File: config.mk
export PLATFORM = sky130hd
export DESIGN_NAME = swing_filter_linear_segmenter_top_flat
export DESIGN_NICKNAME = d
export VERILOG_FILES = /design/src/sfls_pkg.sv /design/src/sfls_if.sv /design/src/swing_filter_linear_segmenter_top.sv /design/src/sfls_divider.sv /design/src/sfls_ctrl.sv /design/src/flat_wrapper.sv
export SDC_FILE = /design/constraint.sdc
export NUM_CORES = 2
export LEC_CHECK = 0
export ABC_AREA = 1
export BUFFER_PORTS_ARGS = -buffer_cell sky130_fd_sc_hd__buf_4
export CORE_MARGIN = 2
export CORE_UTILIZATION = 40
export DETAILED_ROUTE_END_ITERATION = 10
export PLACE_DENSITY = 0.56
export SLEW_MARGIN = 20
export SYNTH_ARGS = -nofsm -noshare
export SYNTH_HDL_FRONTEND = slang
export SYNTH_HIERARCHICAL = 1
export SYNTH_SLANG_ARGS = --single-unit
File: constraint.sdc
create_clock -name clk -period 8.5 [get_ports clk]
set_input_delay 0 -clock clk [delete_from_list [all_inputs] [get_ports clk]]
set_output_delay 0 -clock clk [all_outputs]
set_load 0.1 [all_outputs]
File: src/sfls_pkg.sv
// ----------------------------------------------------------------------------
// sfls_pkg: shared definitions for the swing filter linear segmenter
// Default widths, register indexes, operation codes and the control and
// status bundles between the sequencer and the shared divider.
// ----------------------------------------------------------------------------
package sfls_pkg;

  // Default widths of the value and length fields
  localparam int VALUE_WIDTH_DEF  = 32;
  localparam int LENGTH_WIDTH_DEF = 14;

  // Error bound register is unsigned Q15.16 without a sign bit
  localparam int ERR_WIDTH        = 31;

  // Configuration port shape
  localparam int CFG_INDEX_WIDTH  = 1;
  localparam int CFG_DATA_WIDTH   = 31;

  // Register reset values
  localparam int RESET_ERROR_BOUND = 65536;
  localparam int RESET_MAX_LENGTH  = 16000;

  // Register indexes
  localparam logic [CFG_INDEX_WIDTH-1:0] REG_ERROR_BOUND = 1'd0;
  localparam logic [CFG_INDEX_WIDTH-1:0] REG_MAX_LENGTH  = 1'd1;

  // Operation codes of an input transaction
  localparam logic OP_SAMPLE = 1'b0;
  localparam logic OP_FLUSH  = 1'b1;

  // Command from the sequencer to the divider
  typedef struct packed {
    logic start;     // latch numerator and divisor, begin a division
    logic round_up;  // 1: ceiling quotient, 0: floor quotient
  } sfls_div_cmd_t;

  // Status from the divider to the sequencer
  typedef struct packed {
    logic busy;      // iterating
    logic done;      // one-cycle pulse, quotient valid
  } sfls_div_stat_t;

endpackage

File: src/sfls_if.sv
// ----------------------------------------------------------------------------
// sfls_if: streaming channels of the swing filter linear segmenter
// Sample channel (operation, sample) and segment channel (start, slope,
// length), each with valid and ready.
// ----------------------------------------------------------------------------
interface sfls_in_if #(
  parameter int VALUE_WIDTH = sfls_pkg::VALUE_WIDTH_DEF
);
  logic                          valid;
  logic                          ready;
  logic                          operation;
  logic signed [VALUE_WIDTH-1:0] sample;

  modport source (output valid, output operation, output sample, input ready);
  modport sink   (input valid, input operation, input sample, output ready);
endinterface

interface sfls_out_if #(
  parameter int VALUE_WIDTH  = sfls_pkg::VALUE_WIDTH_DEF,
  parameter int LENGTH_WIDTH = sfls_pkg::LENGTH_WIDTH_DEF
);
  logic                          valid;
  logic                          ready;
  logic signed [VALUE_WIDTH-1:0] segment_start;
  logic signed [VALUE_WIDTH-1:0] segment_slope;
  logic [LENGTH_WIDTH-1:0]       segment_length;

  modport source (output valid, output segment_start, output segment_slope,
                  output segment_length, input ready);
  modport sink   (input valid, input segment_start, input segment_slope,
                  input segment_length, output ready);
endinterface

File: src/swing_filter_linear_segmenter_top.sv
// ----------------------------------------------------------------------------
// swing_filter_linear_segmenter_top: piecewise linear segmenter, top level
// Fits Q16.16 samples to line segments inside a slope cone and emits start,
// slope and length of each closed segment.
// ----------------------------------------------------------------------------
// A sample that extends an open segment has both slope bounds computed by
// one radix-2 divider that produces one quotient bit per cycle, on a
// numerator of NUM_WIDTH = max(VALUE_WIDTH, 31) + 2 bits: each division has
// a start state and a wait state, and a check state follows before the
// block returns to idle. A sample that closes the segment then passes an
// emit state (held while an earlier segment still waits at the output),
// LENGTH_WIDTH shift-and-add steps for the fitted end value, a restart
// state and a second pair of divisions with its check; when the length
// limit closes the segment, it does so before any division. The first
// sample of a segment opens it in the idle state; a flush of an open
// segment passes only the emit state.
// The block takes no new transaction while a sample is in work; a finished
// segment waits in an output register and does not hold back the next
// transaction unless a second one is due.
module swing_filter_linear_segmenter_top #(
  parameter int VALUE_WIDTH  = sfls_pkg::VALUE_WIDTH_DEF,
  parameter int LENGTH_WIDTH = sfls_pkg::LENGTH_WIDTH_DEF
) (
  input  logic                                 clk,
  input  logic                                 rst,
  sfls_in_if.sink                              samples,
  sfls_out_if.source                           segments,
  input  logic                                 cfg_we,
  input  logic [sfls_pkg::CFG_INDEX_WIDTH-1:0] cfg_index,
  input  logic [sfls_pkg::CFG_DATA_WIDTH-1:0]  cfg_data
);

  localparam int NUM_WIDTH =
      ((VALUE_WIDTH > sfls_pkg::ERR_WIDTH) ? VALUE_WIDTH : sfls_pkg::ERR_WIDTH) + 2;

  sfls_pkg::sfls_div_cmd_t       div_cmd;
  sfls_pkg::sfls_div_stat_t      div_stat;
  logic signed [NUM_WIDTH-1:0]   div_num;
  logic [LENGTH_WIDTH-1:0]       div_den;
  logic signed [VALUE_WIDTH-1:0] div_quo;

  // Sequencer and segment state
  sfls_ctrl #(
    .VALUE_WIDTH  (VALUE_WIDTH),
    .LENGTH_WIDTH (LENGTH_WIDTH),
    .NUM_WIDTH    (NUM_WIDTH)
  ) u_ctrl (
    .clk       (clk),
    .rst       (rst),
    .samples   (samples),
    .segments  (segments),
    .cfg_we    (cfg_we),
    .cfg_index (cfg_index),
    .cfg_data  (cfg_data),
    .div_cmd   (div_cmd),
    .div_num   (div_num),
    .div_den   (div_den),
    .div_stat  (div_stat),
    .div_quo   (div_quo)
  );

  // Shared bound divider
  sfls_divider #(
    .VALUE_WIDTH  (VALUE_WIDTH),
    .LENGTH_WIDTH (LENGTH_WIDTH),
    .NUM_WIDTH    (NUM_WIDTH)
  ) u_divider (
    .clk       (clk),
    .rst       (rst),
    .cmd       (div_cmd),
    .numerator (div_num),
    .divisor   (div_den),
    .stat      (div_stat),
    .quotient  (div_quo)
  );

  // Never take a transaction while a division runs
  a_busy_not_ready: assert property (@(posedge clk) disable iff (rst)
    div_stat.busy |-> !samples.ready)
    else $error("transaction accepted during a division");

  // Start a division only when the divider is free
  a_start_idle: assert property (@(posedge clk) disable iff (rst)
    div_cmd.start |-> !div_stat.busy)
    else $error("division started while divider busy");

  // A start command always launches the divider
  a_start_busy: assert property (@(posedge clk) disable iff (rst)
    div_cmd.start |=> div_stat.busy)
    else $error("divider did not start");

  // An emitted segment covers at least one sample
  a_length_nonzero: assert property (@(posedge clk) disable iff (rst)
    segments.valid |-> (segments.segment_length != '0))
    else $error("segment emitted with zero length");

endmodule

File: src/sfls_divider.sv
// ----------------------------------------------------------------------------
// sfls_divider: iterative radix-2 divider for slope bounds
// Divides a signed numerator by a positive offset, one quotient bit per
// cycle, rounds toward minus or plus infinity and saturates to the value
// range.
// ----------------------------------------------------------------------------
module sfls_divider #(
  parameter int VALUE_WIDTH  = sfls_pkg::VALUE_WIDTH_DEF,
  parameter int LENGTH_WIDTH = sfls_pkg::LENGTH_WIDTH_DEF,
  parameter int NUM_WIDTH    = VALUE_WIDTH + 2
) (
  input  logic                          clk,
  input  logic                          rst,
  input  sfls_pkg::sfls_div_cmd_t       cmd,
  input  logic signed [NUM_WIDTH-1:0]   numerator,
  input  logic [LENGTH_WIDTH-1:0]       divisor,
  output sfls_pkg::sfls_div_stat_t      stat,
  output logic signed [VALUE_WIDTH-1:0] quotient
);

  localparam int CNT_WIDTH = $clog2(NUM_WIDTH);
  localparam logic signed [VALUE_WIDTH-1:0] VAL_MAX = {1'b0, {(VALUE_WIDTH-1){1'b1}}};
  localparam logic signed [VALUE_WIDTH-1:0] VAL_MIN = {1'b1, {(VALUE_WIDTH-1){1'b0}}};
  localparam logic signed [NUM_WIDTH+1:0]   HI_LIM  = (NUM_WIDTH+2)'(VAL_MAX);
  localparam logic signed [NUM_WIDTH+1:0]   LO_LIM  = (NUM_WIDTH+2)'(VAL_MIN);

  logic                    busy;
  logic                    done;
  logic [CNT_WIDTH-1:0]    cnt;
  logic [NUM_WIDTH-1:0]    quo;
  logic [LENGTH_WIDTH-1:0] rem;
  logic [LENGTH_WIDTH-1:0] den;
  logic                    neg;
  logic                    round_up;

  logic [NUM_WIDTH-1:0]    num_mag;
  logic [LENGTH_WIDTH:0]   rem_shift;
  logic                    fits;
  logic [LENGTH_WIDTH:0]   rem_sub;
  logic                    inc;
  logic [NUM_WIDTH:0]      mag;
  logic signed [NUM_WIDTH+1:0] signed_q;

  // Magnitude of the numerator
  assign num_mag = numerator[NUM_WIDTH-1] ? NUM_WIDTH'(-numerator) : NUM_WIDTH'(numerator);

  // One restoring step: shift in the next dividend bit, try to subtract
  assign rem_shift = {rem, quo[NUM_WIDTH-1]};
  assign fits      = rem_shift >= {1'b0, den};
  assign rem_sub   = rem_shift - {1'b0, den};

  // Round the magnitude away from zero when the direction calls for it
  assign inc      = (rem != '0) && (neg ? !round_up : round_up);
  assign mag      = {1'b0, quo} + (NUM_WIDTH+1)'(inc);
  assign signed_q = neg ? -$signed({1'b0, mag}) : $signed({1'b0, mag});

  // Saturate to the value range
  always_comb begin
    if (signed_q > HI_LIM) begin
      quotient = VAL_MAX;
    end else if (signed_q < LO_LIM) begin
      quotient = VAL_MIN;
    end else begin
      quotient = signed_q[VALUE_WIDTH-1:0];
    end
  end

  assign stat.busy = busy;
  assign stat.done = done;

  // Latch operands, then iterate one quotient bit per cycle
  always_ff @(posedge clk) begin
    if (rst) begin
      busy <= 1'b0;
      done <= 1'b0;
      cnt  <= '0;
    end else begin
      done <= 1'b0;
      if (cmd.start && !busy) begin
        busy     <= 1'b1;
        cnt      <= '0;
        quo      <= num_mag;
        rem      <= '0;
        den      <= divisor;
        neg      <= numerator[NUM_WIDTH-1];
        round_up <= cmd.round_up;
      end else if (busy) begin
        quo <= {quo[NUM_WIDTH-2:0], fits};
        rem <= fits ? rem_sub[LENGTH_WIDTH-1:0] : rem_shift[LENGTH_WIDTH-1:0];
        cnt <= cnt + CNT_WIDTH'(1);
        if (cnt == CNT_WIDTH'(NUM_WIDTH - 1)) begin
          busy <= 1'b0;
          done <= 1'b1;
        end
      end
    end
  end

endmodule

File: src/sfls_ctrl.sv
// ----------------------------------------------------------------------------
// sfls_ctrl: segment sequencer and state of the open segment
// Holds the segment and the registers, runs the divider for both slope
// bounds, emits closed segments and computes the restart value by
// shift-and-add.
// ----------------------------------------------------------------------------
module sfls_ctrl #(
  parameter int VALUE_WIDTH  = sfls_pkg::VALUE_WIDTH_DEF,
  parameter int LENGTH_WIDTH = sfls_pkg::LENGTH_WIDTH_DEF,
  parameter int NUM_WIDTH    = VALUE_WIDTH + 2
) (
  input  logic                                   clk,
  input  logic                                   rst,
  sfls_in_if.sink                                samples,
  sfls_out_if.source                             segments,
  input  logic                                   cfg_we,
  input  logic [sfls_pkg::CFG_INDEX_WIDTH-1:0]   cfg_index,
  input  logic [sfls_pkg::CFG_DATA_WIDTH-1:0]    cfg_data,
  output sfls_pkg::sfls_div_cmd_t                div_cmd,
  output logic signed [NUM_WIDTH-1:0]            div_num,
  output logic [LENGTH_WIDTH-1:0]                div_den,
  input  sfls_pkg::sfls_div_stat_t               div_stat,
  input  logic signed [VALUE_WIDTH-1:0]          div_quo
);

  localparam int PROD_WIDTH = VALUE_WIDTH + LENGTH_WIDTH + 1;
  localparam int MCNT_WIDTH = $clog2(LENGTH_WIDTH);
  localparam logic signed [VALUE_WIDTH-1:0] VAL_MAX = {1'b0, {(VALUE_WIDTH-1){1'b1}}};
  localparam logic signed [VALUE_WIDTH-1:0] VAL_MIN = {1'b1, {(VALUE_WIDTH-1){1'b0}}};
  localparam logic signed [PROD_WIDTH:0]    END_HI  = (PROD_WIDTH+1)'(VAL_MAX);
  localparam logic signed [PROD_WIDTH:0]    END_LO  = (PROD_WIDTH+1)'(VAL_MIN);

  typedef enum logic [3:0] {
    ST_IDLE,
    ST_DIV_HI,
    ST_WAIT_HI,
    ST_DIV_LO,
    ST_WAIT_LO,
    ST_CHECK,
    ST_EMIT,
    ST_MUL,
    ST_RESTART
  } state_t;

  state_t state;

  // Registers
  logic [sfls_pkg::ERR_WIDTH-1:0] error_bound;
  logic [LENGTH_WIDTH-1:0]        max_segment_length;

  // Open segment
  logic                          segment_open;
  logic signed [VALUE_WIDTH-1:0] start_value;
  logic signed [VALUE_WIDTH-1:0] slope_upper;
  logic signed [VALUE_WIDTH-1:0] slope_lower;
  logic signed [VALUE_WIDTH-1:0] current_slope;
  logic [LENGTH_WIDTH-1:0]       sample_count;

  // Work registers
  logic signed [VALUE_WIDTH-1:0] sample_hold;
  logic                          flush_hold;
  logic signed [VALUE_WIDTH-1:0] new_upper;
  logic signed [VALUE_WIDTH-1:0] new_lower;
  logic signed [PROD_WIDTH-1:0]  mcand;
  logic [LENGTH_WIDTH-1:0]       mplier;
  logic signed [PROD_WIDTH-1:0]  acc;
  logic [MCNT_WIDTH-1:0]         mcnt;

  // Output register
  logic                          seg_valid;
  logic signed [VALUE_WIDTH-1:0] seg_start;
  logic signed [VALUE_WIDTH-1:0] seg_slope;
  logic [LENGTH_WIDTH-1:0]       seg_length;

  logic signed [NUM_WIDTH-1:0]   diff;
  logic signed [NUM_WIDTH-1:0]   err_ext;
  logic signed [NUM_WIDTH-1:0]   num_hi;
  logic signed [NUM_WIDTH-1:0]   num_lo;
  logic                          length_ok;
  logic                          cone_empty;
  logic signed [VALUE_WIDTH-1:0] upper_cut;
  logic signed [VALUE_WIDTH-1:0] lower_cut;
  logic signed [VALUE_WIDTH:0]   bound_sum;
  logic signed [PROD_WIDTH:0]    end_sum;
  logic signed [VALUE_WIDTH-1:0] end_value;
  logic                          slot_free;
  logic                          emit_now;

  // Bound numerators: sample minus start, plus or minus the error bound
  assign diff    = NUM_WIDTH'(sample_hold) - NUM_WIDTH'(start_value);
  assign err_ext = $signed(NUM_WIDTH'(error_bound));
  assign num_hi  = diff + err_ext;
  assign num_lo  = diff - err_ext;

  // Divider command follows the sequencer state
  assign div_cmd.start    = (state == ST_DIV_HI) || (state == ST_DIV_LO);
  assign div_cmd.round_up = (state == ST_DIV_LO);
  assign div_num          = (state == ST_DIV_LO) ? num_lo : num_hi;
  assign div_den          = sample_count;

  // Close the segment once its count exceeds the length limit or fills the field
  assign length_ok = (sample_count <= max_segment_length) && (sample_count != '1);

  // Narrowed cone and its midpoint
  assign cone_empty = (new_upper < slope_lower) || (new_lower > slope_upper);
  assign upper_cut  = (new_upper < slope_upper) ? new_upper : slope_upper;
  assign lower_cut  = (new_lower > slope_lower) ? new_lower : slope_lower;
  assign bound_sum  = (VALUE_WIDTH+1)'(upper_cut) + (VALUE_WIDTH+1)'(lower_cut);

  // Fitted end value, saturated
  assign end_sum = (PROD_WIDTH+1)'(start_value) + (PROD_WIDTH+1)'(acc);
  always_comb begin
    if (end_sum > END_HI) begin
      end_value = VAL_MAX;
    end else if (end_sum < END_LO) begin
      end_value = VAL_MIN;
    end else begin
      end_value = end_sum[VALUE_WIDTH-1:0];
    end
  end

  assign slot_free = !seg_valid || segments.ready;
  assign emit_now  = (state == ST_EMIT) && slot_free;

  assign samples.ready           = (state == ST_IDLE);
  assign segments.valid          = seg_valid;
  assign segments.segment_start  = seg_start;
  assign segments.segment_slope  = seg_slope;
  assign segments.segment_length = seg_length;

  // Write configuration registers
  always_ff @(posedge clk) begin
    if (rst) begin
      error_bound        <= sfls_pkg::ERR_WIDTH'(sfls_pkg::RESET_ERROR_BOUND);
      max_segment_length <= LENGTH_WIDTH'(sfls_pkg::RESET_MAX_LENGTH);
    end else if (cfg_we) begin
      unique case (cfg_index)
        sfls_pkg::REG_ERROR_BOUND: error_bound <= cfg_data[sfls_pkg::ERR_WIDTH-1:0];
        sfls_pkg::REG_MAX_LENGTH:  max_segment_length <= cfg_data[LENGTH_WIDTH-1:0];
        default: ;
      endcase
    end
  end

  // Sequencer, segment state and output register
  always_ff @(posedge clk) begin
    if (rst) begin
      state         <= ST_IDLE;
      seg_valid     <= 1'b0;
      segment_open  <= 1'b0;
      start_value   <= '0;
      slope_upper   <= VAL_MAX;
      slope_lower   <= VAL_MIN;
      current_slope <= '0;
      sample_count  <= '0;
    end else begin
      // Drop the result once the sink takes it, unless a new one loads
      if (segments.ready && !emit_now) begin
        seg_valid <= 1'b0;
      end

      unique case (state)
        ST_IDLE: begin
          if (samples.valid) begin
            sample_hold <= samples.sample;
            flush_hold  <= (samples.operation == sfls_pkg::OP_FLUSH);
            if (samples.operation == sfls_pkg::OP_FLUSH) begin
              if (segment_open) begin
                state <= ST_EMIT;
              end
            end else if (!segment_open) begin
              // Open a segment at this sample
              segment_open  <= 1'b1;
              start_value   <= samples.sample;
              slope_upper   <= VAL_MAX;
              slope_lower   <= VAL_MIN;
              current_slope <= '0;
              sample_count  <= LENGTH_WIDTH'(1);
            end else if (length_ok) begin
              state <= ST_DIV_HI;
            end else begin
              state <= ST_EMIT;
            end
          end
        end

        ST_DIV_HI: begin
          state <= ST_WAIT_HI;
        end

        ST_WAIT_HI: begin
          if (div_stat.done) begin
            new_upper <= div_quo;
            state     <= ST_DIV_LO;
          end
        end

        ST_DIV_LO: begin
          state <= ST_WAIT_LO;
        end

        ST_WAIT_LO: begin
          if (div_stat.done) begin
            new_lower <= div_quo;
            state     <= ST_CHECK;
          end
        end

        ST_CHECK: begin
          if (cone_empty) begin
            state <= ST_EMIT;
          end else begin
            // Commit the narrowed cone and advance the offset
            slope_upper   <= upper_cut;
            slope_lower   <= lower_cut;
            current_slope <= bound_sum[VALUE_WIDTH:1];
            sample_count  <= sample_count + LENGTH_WIDTH'(1);
            state         <= ST_IDLE;
          end
        end

        ST_EMIT: begin
          if (slot_free) begin
            seg_valid  <= 1'b1;
            seg_start  <= start_value;
            seg_slope  <= current_slope;
            seg_length <= sample_count;
            if (flush_hold) begin
              segment_open  <= 1'b0;
              start_value   <= '0;
              slope_upper   <= VAL_MAX;
              slope_lower   <= VAL_MIN;
              current_slope <= '0;
              sample_count  <= '0;
              state         <= ST_IDLE;
            end else begin
              // Set up slope times (count - 1)
              mcand <= PROD_WIDTH'(current_slope);
              mplier <= sample_count - LENGTH_WIDTH'(1);
              acc   <= '0;
              mcnt  <= '0;
              state <= ST_MUL;
            end
          end
        end

        ST_MUL: begin
          if (mplier[0]) begin
            acc <= acc + mcand;
          end
          mcand  <= mcand <<< 1;
          mplier <= mplier >> 1;
          mcnt   <= mcnt + MCNT_WIDTH'(1);
          if (mcnt == MCNT_WIDTH'(LENGTH_WIDTH - 1)) begin
            state <= ST_RESTART;
          end
        end

        ST_RESTART: begin
          // New segment from the fitted end; the held sample enters at offset 1
          start_value   <= end_value;
          slope_upper   <= VAL_MAX;
          slope_lower   <= VAL_MIN;
          current_slope <= '0;
          sample_count  <= LENGTH_WIDTH'(1);
          state         <= ST_DIV_HI;
        end

        default: begin
          state <= ST_IDLE;
        end
      endcase
    end
  end

endmodule

File: src/flat_wrapper.sv
// flat-port wrapper written by rule: the top's interface ports become plain ports
module swing_filter_linear_segmenter_top_flat 
#(
  parameter int VALUE_WIDTH  = sfls_pkg::VALUE_WIDTH_DEF,
  parameter int LENGTH_WIDTH = sfls_pkg::LENGTH_WIDTH_DEF
)
  (clk, rst, cfg_we, cfg_index, cfg_data, samples_valid, samples_operation, samples_sample, samples_ready, segments_valid, segments_segment_start, segments_segment_slope, segments_segment_length, segments_ready);
  sfls_in_if #(.VALUE_WIDTH(VALUE_WIDTH)) samples_i ();
  sfls_out_if #(.VALUE_WIDTH(VALUE_WIDTH), .LENGTH_WIDTH(LENGTH_WIDTH)) segments_i ();
  input  logic clk;
  input  logic rst;
  input  logic cfg_we;
  input  logic [sfls_pkg::CFG_INDEX_WIDTH-1:0] cfg_index;
  input  logic [sfls_pkg::CFG_DATA_WIDTH-1:0] cfg_data;
  input wire logic [$bits(samples_i.valid)-1:0] samples_valid;
  input wire logic [$bits(samples_i.operation)-1:0] samples_operation;
  input wire logic [$bits(samples_i.sample)-1:0] samples_sample;
  output wire logic [$bits(samples_i.ready)-1:0] samples_ready;
  output wire logic [$bits(segments_i.valid)-1:0] segments_valid;
  output wire logic [$bits(segments_i.segment_start)-1:0] segments_segment_start;
  output wire logic [$bits(segments_i.segment_slope)-1:0] segments_segment_slope;
  output wire logic [$bits(segments_i.segment_length)-1:0] segments_segment_length;
  input wire logic [$bits(segments_i.ready)-1:0] segments_ready;
  assign samples_i.valid = samples_valid;
  assign samples_i.operation = samples_operation;
  assign samples_i.sample = samples_sample;
  assign samples_ready = samples_i.ready;
  assign segments_valid = segments_i.valid;
  assign segments_segment_start = segments_i.segment_start;
  assign segments_segment_slope = segments_i.segment_slope;
  assign segments_segment_length = segments_i.segment_length;
  assign segments_i.ready = segments_ready;
  swing_filter_linear_segmenter_top #(.VALUE_WIDTH(VALUE_WIDTH), .LENGTH_WIDTH(LENGTH_WIDTH)) u_core (.clk(clk), .rst(rst), .samples(samples_i), .segments(segments_i), .cfg_we(cfg_we), .cfg_index(cfg_index), .cfg_data(cfg_data));
endmodule
* Word level (Yosys, flattened, before mapping)
Cells that the tools add are included.
Storage, ports and cells: output and inout bits 80, logic and storage cells 197, input port bits 70, register bits after elaboration 552
Operators by class: add/subtract/negate cells 14, equal/unequal tests 23, magnitude comparators 10, mux-type cells 83, bitwise operators 3, reduce and logical (&&, ||, !) cells 35
Operator list (count):
- 32-bit two-way mux | 27
- 32-bit one-hot mux with 4 select lines | 3
- 47-bit two-way mux | 5
- 47-bit one-hot mux with 2 select lines | 2
- 14-bit two-way mux | 10
- 34-bit two-way mux | 4
- 32-bit one-hot mux with 3 select lines | 1
- 32-bit greater-than comparator | 2
- 32-bit < comparator | 2
- 14-bit one-hot mux with 4 select lines | 1
- 32-bit by 47-bit adder with 48-bit output | 1
- 48-bit by 32-bit greater-than comparator with 1-bit output (second input constant) | 1
- 48-bit by 32-bit < comparator with 1-bit output (second input constant) | 1
- 47-bit adder | 1
- 4-bit two-way mux | 10
- 36-bit by 32-bit greater-than comparator with 1-bit output (second input constant) | 1
- 36-bit by 32-bit < comparator with 1-bit output (second input constant) | 1
- 36-bit two-way mux | 1
- 35-bit negator with 36-bit output | 1
- 4-bit one-hot mux with 9 select lines | 1
- 34-bit by 1-bit adder with 35-bit output | 1
- 34-bit by 32-bit adder with 34-bit output | 1
- 34-bit negator | 1
- 34-bit by 32-bit subtractor with 34-bit output | 1
- 39 further kinds | 88

* Longest topological paths before layout
depth in word-level cells 9, depth in mapped cells 34, depth with buffers taken out 34

* Modules after synthesis
The synthesis kept the hierarchy.
Modules (own cells, without submodules):
- sfls_ctrl | area each 32673.8 sq um, sequential area each 12482.0 sq um, cells an instance 4159, times used 1
- sfls_divider | area each 6936.7 sq um, sequential area each 2082.0 sq um, cells an instance 1064, times used 1

* Worst setup path before layout
Ideal clock, no wire load.
path type reg2reg, start register u_core.u_ctrl.state[2], end register u_core.u_ctrl.acc[0], enable pin, required time 8092 ps, arrival time 7442 ps, path buffers 1, path slack 651 ps, period minus slack after synthesis 7849 ps, setup time 408 ps, cell stages (with the launch flop) 9, path through dfxtp_1 > inv_1 > nor2_1 > inv_1 > nor2_1 > inv_1 > clkbuf_1 > a211oi_1 > o21a_1
On the way: word-level cells in the longest chain between the ends 3, elaborated cells on any way between the ends 7, classes of those cells 5 x eq/ne; 2 x reduce/logical
Ends and longest elaborated chain:
- from (decl) | line sfls_ctrl.sv:45 | state_t state;
- from (signal assigned) | line sfls_ctrl.sv:148 | state <= ST_IDLE;
- from (signal assigned) | line sfls_ctrl.sv:169 | state <= ST_EMIT;
- from (signal assigned) | line sfls_ctrl.sv:180 | state <= ST_DIV_HI;
- 4-bit by 3-bit == test with 1-bit output | line sfls_ctrl.sv:162 | unique case (state)
- 2-bit != test (no line) or 2-bit nonzero test (tied branches)
- 5-bit AND reduction (no line) *
- to (signal assigned) | line sfls_ctrl.sv:249 | acc <= acc + mcand;
- to (decl) | line sfls_ctrl.sv:66 | logic signed [PROD_WIDTH-1:0] acc;
Mark *: on every way between the ends. The rest lies on a longest branch, timed or not. A chain may end at the register's enable or synchronous reset.

* Final worst setup path
start register u_core/u_ctrl/error_bound[0] in the netlist's numbering, end register u_core.u_divider.quo[30] (data pin)
On the way: elaborated cells on any way between the ends 6, classes of those cells 3 x add/sub; 3 x mux
RTL lines:
- from (decl) | line sfls_ctrl.sv:48 | logic [sfls_pkg::ERR_WIDTH-1:0] error_bound;
- from (signal assigned) | line sfls_ctrl.sv:134 | error_bound <= sfls_pkg::ERR_WIDTH'(sfls_pkg::RESET_ERROR_BOUND);
- from (signal assigned) | line sfls_ctrl.sv:138 | sfls_pkg::REG_ERROR_BOUND: error_bound <= cfg_data[sfls_pkg::ERR_WIDTH-1:0];
- 34-bit by 32-bit adder with 34-bit output or 34-bit by 32-bit subtractor with 34-bit output (tied branches) | line sfls_ctrl.sv:92, sfls_ctrl.sv:93
- 34-bit two-way mux * | line sfls_ctrl.sv:98 | assign div_num = (state == ST_DIV_LO) ? num_lo : num_hi;
- net u_core.div_num[33] | line swing_filter_linear_segmenter_top.sv:38 | logic signed [NUM_WIDTH-1:0] div_num;
- 34-bit two-way mux * | line sfls_divider.sv:45 | assign num_mag = numerator[NUM_WIDTH-1] ? NUM_WIDTH'(-numerator) : NUM_WIDTH'(numerator);
- 34-bit two-way mux * | line sfls_divider.sv:79 | if (cmd.start && !busy) begin
- to (signal assigned) | line sfls_divider.sv:82 | quo <= num_mag;
- to (signal assigned) | line sfls_divider.sv:88 | quo <= {quo[NUM_WIDTH-2:0], fits};
- to (decl) | line sfls_divider.sv:30 | logic [NUM_WIDTH-1:0] quo;
The timed path passes the listed nets; every way through them passes the cells marked *.

==> flow_summary.json <==
{
  "slew_headroom_pct": 26.77,
  "wl_per_cell_um": 18.97,
  "numClockSinks": 552,
  "arrival_ps": 6290,
  "pin_count": 150,
  "r2r_setup_slack_ps": 2590,
  "grt_antenna_before_repair": 2,
  "worstMarginPinSlew_ps": 1099,
  "post_cts_resized": 0,
  "fp.dieArea_mm2": 0.1015,
  "finalNetCount": 5870,
  "dpl.hpwl_mm": 99.36,
  "r2r_start": "u_core/u_ctrl/error_bound[0]$_SDFFE_PP0P_",
  "reg2reg_depth": 32,
  "cts_hold_buf": 89,
  "skew_ps": 28.34,
  "status": "complete, no violations",
  "route.detailed.drc": 0,
  "grt_pass1_vias": 34720,
  "slowest_stage": "inv_1",
  "die_w_um": 318.7,
  "n_antenna_cell": 0,
  "whs_ps": 107.5,
  "ant_nets": 0,
  "overflow": 0,
  "cts.path.max_buffers": 3,
  "powerDensity_mw_per_mm2": 273.8,
  "setup_viol": 0,
  "finalCriticalPeriod_ps": 5914,
  "start_kind": "flop",
  "numCtsBuffers": 68,
  "rsz0062_at_grt": "no",
  "area_growth_pct": 14.25,
  "syn-cell-area_mm2": 0.03960,
  "critPathMaxFanout": 25,
  "hold_viol": 0,
  "rows": 115,
  "cp.required_ps": 8880,
  "coreArea_mm2": 0.09828,
  "die_y_um": 318.7,
  "path_buf_inv": 5,
  "leakagePower_nw": 19.74,
  "globalRouteTotalUtil_pct": 24.91,
  "min-delay-start": "samples_sample[19]",
  "vias_per_cell": 5.373,
  "hold_depth": 2,
  "min_to": "u_core/u_ctrl/sample_hold[19]$_DFFE_PP_",
  "cpPeakStageDelay_ps": 380,
  "clkSlewWorstSetupHoldPaths_ps": 60,
  "synth_cells": 5222,
  "r2r_end": "u_core/u_divider/quo[30]$_DFFE_PP_",
  "placed_cell_area_mm2": 0.04210,
  "vias": 36440,
  "drv_cap": 0,
  "fin_tns_setup_ps": 0,
  "post_cts_buffers": 0,
  "layout-drive-gt1-share_pct": 7.971,
  "detail_route.iter0.violations": 2901,
  "slew_violations": 0,
  "path_delay_family": "simple AND/OR/NAND/NOR gates",
  "crit_path_end_kind": "flop",
  "gp_congestion": 0.9576,
  "critPathKind": "reg2reg",
  "cts_tree": "done",
  "hold_class": "in2reg",
  "grt_pass1_wl_mm": 198.9,
  "initial_core_util_pct": 40.30,
  "port-buffer-count": 149,
  "ir_drop_v": 0.0002732,
  "timing.fmax_mhz": 169.1,
  "synth_fp_nets": 5652,
  "totalWireLength_mm": 128.7,
  "first_pass_iters": 6,
  "grt_max_degree": 88,
  "yosysWarningCount": 6,
  "htreeDepth": 3,
  "fin_area_mm2": 0.04524,
  "reg_top3": "u_core/u_ctrl/acc x47, u_core/u_ctrl/mcand x47, u_core/u_divider/quo x34",
  "clock_latency_ps": 640,
  "syn_area_per_cell_um2": 7.584,
  "finalCritPeriodShare_pct": 69.57,
  "cts-root-buf": "clkbuf_16"
}
-- final cells by class --
cell class	count	area [µm²]
clock buffers	86	1846
clock inverters	39	409.1
inverters	546	2049
flip-flops and latches	552	14560
multi-input cells	3993	22450
repair buffers	279	2317
fillers	9984	53030
well taps	1287	1610
-- through the flow --
stage	setup slack (ps)	std cells	power, mW	utilization [%]
6_report	2586	6782	12.39	46.04
5_1_grt	1642	6782	13.26	46.04
3_5_place_dp	2593	6568	9.345	42.84
4_1_cts	2571	6782	12.42	46.04
2_1_floorplan	650.6	5222	7.716	-
3_3_place_gp	2610	6568	9.331	42.84
-- worst max path at each step --
stage          slack, ps                            endpoint                                       from  cells after the start
2_1_floorplan        650  u_core/u_ctrl/acc[0]$_SDFFCE_PN0P_        u_core/u_ctrl/state[2]$_SDFFE_PP0P_                      8
3_3_place_gp        2610  u_core/u_divider/quo[30]$_DFFE_PP_  u_core/u_ctrl/error_bound[0]$_SDFFE_PP0P_                     32
3_5_place_dp        2590  u_core/u_divider/quo[30]$_DFFE_PP_  u_core/u_ctrl/error_bound[1]$_SDFFE_PP0P_                     32
4_1_cts             2570  u_core/u_divider/quo[30]$_DFFE_PP_  u_core/u_ctrl/error_bound[0]$_SDFFE_PP0P_                     32
5_1_grt             1640  u_core/u_divider/quo[30]$_DFFE_PP_  u_core/u_ctrl/error_bound[1]$_SDFFE_PP0P_                     32
6_report            2590  u_core/u_divider/quo[30]$_DFFE_PP_  u_core/u_ctrl/error_bound[0]$_SDFFE_PP0P_                     32
-- report_power, final --
group          internal, mW  switching, mW  total, mW
sequential             3.17          0.247       3.42
combinational          1.95           4.03       5.98
clock                  1.74           1.25       2.99
-- layout by cell type (no fill, tap or decap), drive strengths merged, types with 190 or more instances in the layout --
cell / count
nand2: 1276
nor2: 529
nand3: 250
inv: 547
ha: 354
edfxtp: 351
dfxtp: 201
o21ai: 396
a21oi: 596
buf: 190
-- layer usage --
layer / wire length, µm / up-vias / GRT usage, %
met4: 3320 / 4 / 6.603
li1: - / 18130 / -
met1: 60330 / 17170 / 34.59
met5: 29 / - / 0
met2: 58120 / 969 / 40.66
met3: 6858 / 177 / 3.313
(Power assumes the default switching activity.)
